**src/design/assert_macros.svh**
```systemverilog
// Assertion macros for the compensator RTL.
// Define NO_ASSERTIONS to compile them out.
`ifndef ASSERT_MACROS_SVH
`define ASSERT_MACROS_SVH
`ifndef NO_ASSERTIONS
`define PTC_ASSERT(label, clk, rstn, prop, msg) \
  label: assert property (@(posedge clk) disable iff (!rstn) prop) else $error(msg);
`define PTC_ASSERT_RST(label, clk, prop, msg) \
  label: assert property (@(posedge clk) prop) else $error(msg);
`else
`define PTC_ASSERT(label, clk, rstn, prop, msg)
`define PTC_ASSERT_RST(label, clk, prop, msg)
`endif
`endif

```
**src/design/ptc_pkg.sv**
```systemverilog
// Package for the pressure/temperature compensator: types and constants.
// No dependencies.
package ptc_pkg;
  localparam int unsigned RawW = 20;
  localparam int unsigned QDepth = 4;
  localparam int unsigned QPtrW = 2;
  localparam int unsigned DivSteps = 64;
  localparam int unsigned AddrW = 5;
  localparam int unsigned FrontStages = 9;

  typedef enum logic [1:0] {
    RegTemp = 2'd0,
    RegPressA = 2'd1,
    RegPressB = 2'd2,
    RegPressC = 2'd3
  } reg_idx_e;

  typedef enum logic [1:0] {StIdle, StDiv, StPost, StOut} back_state_e;

  typedef struct packed {
    logic [47:0] temp;
    logic [63:0] pa;
    logic [63:0] pb;
    logic [15:0] pc;
  } calib_t;

  typedef struct packed {
    logic [RawW-1:0] raw_pressure;
    logic [RawW-1:0] raw_temperature;
  } in_item_t;

  typedef struct packed {
    logic [31:0] temperature_centi;
    logic [31:0] pressure_q24_8;
    logic        pressure_invalid;
  } out_item_t;

  // Division job handed from the front to the back.
  typedef struct packed {
    logic [31:0] temp;
    logic [63:0] num;
    logic [63:0] den;
  } job_t;
endpackage

```
**src/design/ptc_queue.sv**
```systemverilog
// Short FIFO between front and back parts. Depends on ptc_pkg.
module ptc_queue (
  input  logic          clk_i,
  input  logic          rst_ni,
  input  logic          push_i,
  output logic          full_o,
  input  ptc_pkg::job_t data_i,
  output logic          pop_valid_o,
  input  logic          pop_i,
  output ptc_pkg::job_t data_o
);
  import ptc_pkg::*;
  job_t mem_q [QDepth];
  logic [QPtrW-1:0] wp_q, rp_q;
  logic [QPtrW:0] cnt_q;

  assign full_o = (cnt_q == (QPtrW+1)'(QDepth));
  assign pop_valid_o = (cnt_q != '0);
  assign data_o = mem_q[rp_q];

  always_ff @(posedge clk_i) begin
    if (push_i) mem_q[wp_q] <= data_i;
  end

  always_ff @(posedge clk_i or negedge rst_ni) begin
    if (!rst_ni) begin
      wp_q <= '0;
      rp_q <= '0;
      cnt_q <= '0;
    end else begin
      if (push_i) wp_q <= wp_q + 1'b1;
      if (pop_i) rp_q <= rp_q + 1'b1;
      cnt_q <= cnt_q + (QPtrW+1)'(push_i) - (QPtrW+1)'(pop_i);
    end
  end
endmodule

```
**config.mk**
```make
export PLATFORM = sky130hd
export DESIGN_NAME = ptc_queue
export DESIGN_NICKNAME = d
export VERILOG_FILES = /design/src/design/assert_macros.svh /design/src/design/ptc_pkg.sv /design/src/design/ptc_queue.sv
export SDC_FILE = /design/constraint.sdc
export NUM_CORES = 1
export LEC_CHECK = 0
export BUFFER_PORTS_ARGS = -buffer_cell sky130_fd_sc_hd__buf_4
export CAP_MARGIN = 40
export CORE_MARGIN = 5
export CORE_UTILIZATION = 35
export DETAILED_ROUTE_END_ITERATION = 6
export PLACE_DENSITY_LB_ADDON = 0.2
export SLEW_MARGIN = 20
export SYNTH_ARGS = -nofsm -noshare
export SYNTH_HDL_FRONTEND = slang
export SYNTH_SLANG_ARGS = --single-unit
```
**constraint.sdc**
```tcl
create_clock -name clk_i -period 5.9 [get_ports clk_i]
set_input_delay 1.18 -clock clk_i [delete_from_list [all_inputs] [get_ports clk_i]]
set_output_delay 1.18 -clock clk_i [all_outputs]
set_load 0.1 [all_outputs]
```
Word level (Yosys, flattened, before mapping):

Memories as Yosys holds them, arrays and structs flattened.
Index checks and enable logic that the tools add are counted.

* register bits: 7
* memory bits (writable): 640
* bits of input ports: 164
* output and inout bits: 162
* logic and storage cells: 12
* memories: 1

Memories
* mem_q: words 4, bits a word 160, read ports 1, clocked after memory_dff 0, wr ports 1, line ptc_queue.sv:13 `job_t mem_q [QDepth];`

* add/subtract/negate cells: 4
* equal/unequal tests: 1
* mux-type cells: 2
* reductions and logical operators: 1

Operators by type and width (count)
* 2-bit by 1-bit adder with 2-bit output (second input constant): 2
* 3-bit by 1-bit adder with 3-bit output: 1
* 3-bit == test (second input constant): 1
* 3-bit nonzero test: 1
* 3-bit by 1-bit subtractor with 3-bit output: 1
* 1-bit 2-to-1 mux: 2

Logic depth before layout (Yosys ltp):

Gate-level depths: netlist of the first run.

* word-level depth: 2
* depth in mapped cells: 7
* depth with buffers taken out: 7

Worst setup path before layout of the first run:

OpenSTA, ideal clock, no wires.

* kind: input port to flip-flop
* start: in push_i
* end: mem mem_q[0][0] in the netlist's numbering, enable pin
* setup time: 538 ps
* arrival: 4826 ps
* data required time: 5362 ps
* slack: 535 ps
* stages: 1
* path buffers: 0
* cell sequence: and2_1

* longest elaborated chain between the ends: 2

Ends and longest elaborated chain
* from (decl): line ptc_queue.sv:5 `input logic push_i,`
* 1-bit 2-to-1 mux: line ptc_queue.sv:22 `if (push_i) mem_q[wp_q] <= data_i;`
* 1-bit 2-to-1 mux (implied by the code): line ptc_queue.sv:22
* to (decl): line ptc_queue.sv:13

Every way passes these cells.

==> flow_summary.yaml, run 1 <==
status:
  status: "completed"
clock_tree:
  cts_buffers: 70
  cts.hold.buffers_added: 0
  htreeDepth: 3
  cts.path.max_buffers: 3
  cts.sinks: 647
  post_cts_buffers: 0
  cts_tree: "done"
  root_buffer: "clkbuf_16"
  cts_resized: 0
  path_clk_slew_ps: 60
  clock_latency_ps: 590
sta:
  fmax_mhz: 248
  setup_tns_ps: 0
  slew_headroom_pct: 48.2
  worst_slew_pin_slew_ps: 777
  finalCritPeriodShare_pct: 68.4
  hold_viol: 0
  finalMaxSlewViolations: 0
  fin_crit_ps: 4040
  clock_skew_ps: 20.3
  rsz0062_at_grt: "false"
  setup_violations: 0
global_routing:
  grt_usage_pct: 13.2
  grt_pass1_vias: 11452
  grt_start_max_net_pins: 90
  overflow: 0
  grt_pass1_wl_mm: 71.7
  antenna_found_initial: 3
floorplanning:
  fp-row-count: 94
  start_util_pct: 35.5
  fp.dieW_um: 269
  core-area_um2: 66100
  die_h_um: 269
  io_pins: 326
  dieArea_um2: 72300
setup_path:
  reg2reg_to: "mem_q[2][94]"
  critPathRequiredTime_ps: 4720
  r2r_setup_slack_ps: 3550
  reg2reg_depth: 4
  cp.arrival_ps: 2860
  start_kind: "flip-flop"
  r2r-start: "wp_q[0]"
  path_max_fanout: 32
  cp-startpoint: "rp_q[0]"
  criticalPathCategory: "reg -> out"
  cp-endpoint: "data_o[52]"
  cp-end-kind: "output pin"
logic_synthesis:
  syn_area_um2: 23400
  ys_types: 17
  yosys-top-cells-area: "edfxtp_1 82%, mux4_2 15%, dfrtp_1 0.75%, buf_6 0.48%, buf_2 0.41%"
  syn_nets: 1041
  postSynthCellCount: 870
  avgSynthCellArea_um2: 26.9
  seq_area_frac_synth_pct: 82.7
  ys.warnings.count: 0
  synth_largest_area_cell: "edfxtp_1"
  yosys_register_bits: 647
  synth_top_area_share_pct: 82.0
placed_design:
  dpl.hpwl_mm: 28.9
  io_buffers: 325
  globalplace.congestion: 0.708
drt:
  drcViolationCount: 0
  wirelength_mm: 48.4
  via_count: 10324
  ant_nets: 0
  wl_per_cell_um: 22.4
  avgViaCountPerCell: 4.77
  firstDrtPassIters: 4
  drt_iter0_drc: 602
final_layout:
  final_cell_mix: "640 x edfxtp_1, 335 x buf_4, 160 x mux4_2"
  area_growth_syn_to_layout_pct: 24.5
  layout_commonest_cell: "edfxtp_1"
  drive_gt1_share_pct: 46.0
  final.fill_count: 5684
  nNetsFinal: 1419
min_path:
  min-delay-path-class: "in -> async"
job:
  cap_violations: 0
==> critical path, stage by stage, from the launching register on <==
cell and delay, ps:
dfrtp_4 910, buf_4 510, mux4_2 570, buf_4 250
==> per-stage QoR <==
stage	area (um^2)	std cells	util (%)	hold WS [ps]	setup WS [ps]
CTS	29200	2163	44.2	363	1720
global placement	27000	2040	40.8	524	2370
finish	29200	2165	44.2	415	1860
global route	29200	2164	44.2	382	1620
floorplan	23400	870	-	491	535
detailed placement	27000	2040	40.8	540	2370
==> cell usage after synthesis <==
cell type / instances
mux4_2: 160
fa_1: 1
and2_1: 4
ha_1: 6
buf_4: 1
xnor2_1: 3
or3_1: 1
dfrtp_1: 7
and3_1: 1
o21ai_0: 1
buf_2: 19
clkbuf_1: 6
buf_6: 10
edfxtp_1: 640
nand2_1: 2
inv_1: 6
xor2_1: 2
==> cell families after synthesis <==
family,count (synthesis),synth area share [%]
simple gates,8,0.192
fa+ha+maj,7,0.406
mux,160,15.4
compound gates,1,0.0213
buf+inv,42,1.11
xor+xnor,5,0.187
flops,647,82.7
==> layout make-up <==
cell class,count,area (um^2),share of cell area [%]
sequential,647,19400,66.5
inverter,6,22.5,0.0771
antenna,2,5.00,0.0171
clock inverter,41,429,1.47
multi-input combinational,181,3800,13.0
tap,864,1080,3.70
timing repair buffer,342,2660,9.09
clock buffer,82,1800,6.15
==> how the worst min path moves through the flow <==
stage | start | endpoint | slack, ps | cells past startpoint
6_report | rst_ni | cnt_q[1] | 410 | 1
5_1_grt | rst_ni | cnt_q[2] | 380 | 1
4_1_cts | rst_ni | cnt_q[1] | 360 | 1
3_5_place_dp | wp_q[0] | wp_q[0] | 540 | 1
3_3_place_gp | wp_q[0] | wp_q[0] | 520 | 1
2_1_floorplan | wp_q[0] | wp_q[0] | 490 | 1
==> registers in the layout (all words and copies together) (netlist names) <==
signal,cells
cnt_q,3
rp_q,2
wp_q,2
mem_q,640
==> per-layer routing <==
layer | part of all wire, % | GRT usage [%] | vias to the layer above
met5 | 0.056 | 0 | -
met4 | 1.9 | 4.04 | 4
met3 | 6.5 | 4.04 | 71
met2 | 50 | 22.1 | 266
met1 | 41 | 16.8 | 5451
li1 | - | - | 4532
Power of run 1 is not shown: default switching activity piles up to over one toggle a cycle in this logic, so the estimate is an artifact.
==> run 2: changes to the inputs <==
clock period = 3.3 ns   (was 5.9 ns; I/O delays follow)
==> run 2 against run 1 <==
Net effect: count of clock-buffer cells in the layout grew 3; critical path type unchanged; critical path depth did not move; clock skew decreased by 9.6 ps; global-route usage increased by 0.59 points; non-clock buffer count grew 34; routed wire length increased by 4.4%; highest routed layer unchanged; critical endpoint is now data_o[70].
==> flow_summary.yaml, run 2 (synthesis results as in run 1) <==
drt:
  drt_iter0_drc: 584
  firstDrtPassIters: 4
  wl_per_cell_um: 23.0
  drcViolationCount: 0
  avgViaCountPerCell: 4.80
  via_count: 10561
  ant_nets: 0
  wirelength_mm: 50.6
global_routing:
  grt_start_max_net_pins: 66
  grt_usage_pct: 13.8
  grt_pass1_wl_mm: 74.9
  grt_pass1_vias: 11395
  antenna_found_initial: 4
  overflow: 0
sta:
  setup_tns_ps: 0
  finalMaxSlewViolations: 0
  hold_slack_ps: 263
  fin_crit_ps: 3060
  worst_slew_pin_slew_ps: 629
  timing.final.ws_setup_ps: 244
  slew_headroom_pct: 58.1
  fmax_mhz: 327
  rsz0062_at_grt: "false"
  finalCritPeriodShare_pct: 92.6
  setup_violations: 0
  hold_viol: 0
  clock_skew_ps: 10.7
clock_tree:
  cts_tree: "done"
  cts_resized: 0
  cts_buffers: 71
  cts.path.max_buffers: 3
  root_buffer: "clkbuf_16"
  path_clk_slew_ps: 60
  clock_latency_ps: 580
  htreeDepth: 3
  cts.sinks: 647
setup_path:
  crit_top_cell: "buf_4"
  cp-end-kind: "output pin"
  timing.critical_path.cells: "buf_4 > mux4_2 > buf_4"
  critPathTopFamily: "flip-flops"
  cp.arrival_ps: 2400
  start_kind: "flip-flop"
  critPathRequiredTime_ps: 2640
  critPathBufInv: 2
  path_max_fanout: 24
  criticalPathCategory: "reg -> out"
  crit_slowest_cell: "dfrtp_4"
  cpPeakStageDelay_ps: 780
final_layout:
  n_antenna_cell: 0
  seq_area_um2: 19400
  largest_reg_flops: 640
  drive_gt1_share_pct: 47.6
  nNetsFinal: 1454
  area_growth_syn_to_layout_pct: 26.5
  instances_no_fill: 2198
  final.fill_count: 5616
  final_cell_mix: "640 x edfxtp_1, 352 x buf_4, 160 x mux4_2"
  top_regs: "mem_q x640, cnt_q x3"
  multi_input_area_um2: 3800
  layout_commonest_cell: "edfxtp_1"
  regMostFlops: "mem_q"
floorplanning:
  dieArea_um2: 72300
  start_util_pct: 35.5
  fp.dieW_um: 269
  die_h_um: 269
  fp-row-count: 94
  io_pins: 326
  core-area_um2: 66100
min_path:
  min-delay-path-class: "in -> reg"
placed_design:
  place_ws_ps: 708
  dpl.hpwl_mm: 32.3
  dp.cells: 2070
  globalplace.congestion: 0.687
  io_buffers: 325
job:
  cap_violations: 0
status:
  status: "completed"
-- run 2: cell type report --
cell class                      instances  share of cell area, %
Sequential cell                       647                   65.4
Multi-Input combinational cell        181                   12.8
Timing Repair Buffer                  376                   10.5
Clock buffer                           85                   6.38
Tap cell                              864                   3.65
Clock inverter                         39                   1.16
Inverter                                6                 0.0759
-- run 2: worst reg2reg max path, cell delays in order (launching register included) --
cell	delay, ps
dfrtp_1	420
inv_1	100
ha_1	150
and2_4	400
buf_4	470
-- run 2: final timing paths --
kind,endpoint,slack (ps),cells past startpoint,start
worst min register to register,wp_q[0],540,1,wp_q[0]
max in group asynchronous,rp_q[1],2680,2,rst_ni
worst min-delay path,mem_q[1][77],260,1,data_i[77]
worst max-delay path,data_o[70],240,3,rp_q[1]
worst max register to register,mem_q[0][99],1380,4,wp_q[0]
min in group asynchronous,rp_q[0],470,2,rst_ni
-- run 2: through the flow --
step | util, % | cell area (um^2)
after detailed placement | 41.4 | 27400
final | 44.9 | 29700
after global placement | 41.4 | 27400
after CTS | 44.8 | 29600
after floorplan | - | 23500
after global routing | 44.9 | 29700
-- run 2: timing repair --
action                                  4_1_cts  5_1_grt
hold buffers                                  1        0
endpoints found under the setup margin        0        4
endpoints found under the hold margin         7        0
setup buffers                                 0        3
-- run 2: routing by layer --
layer	part of all wire [%]	up-vias	global-route usage (%)
met5	0.079	-	0
met2	50	240	22.3
met3	7.2	75	4.69
li1	-	4617	-
met4	2.0	6	3.80
met1	41	5623	18.1
Power of run 2 is left out for the same reason.
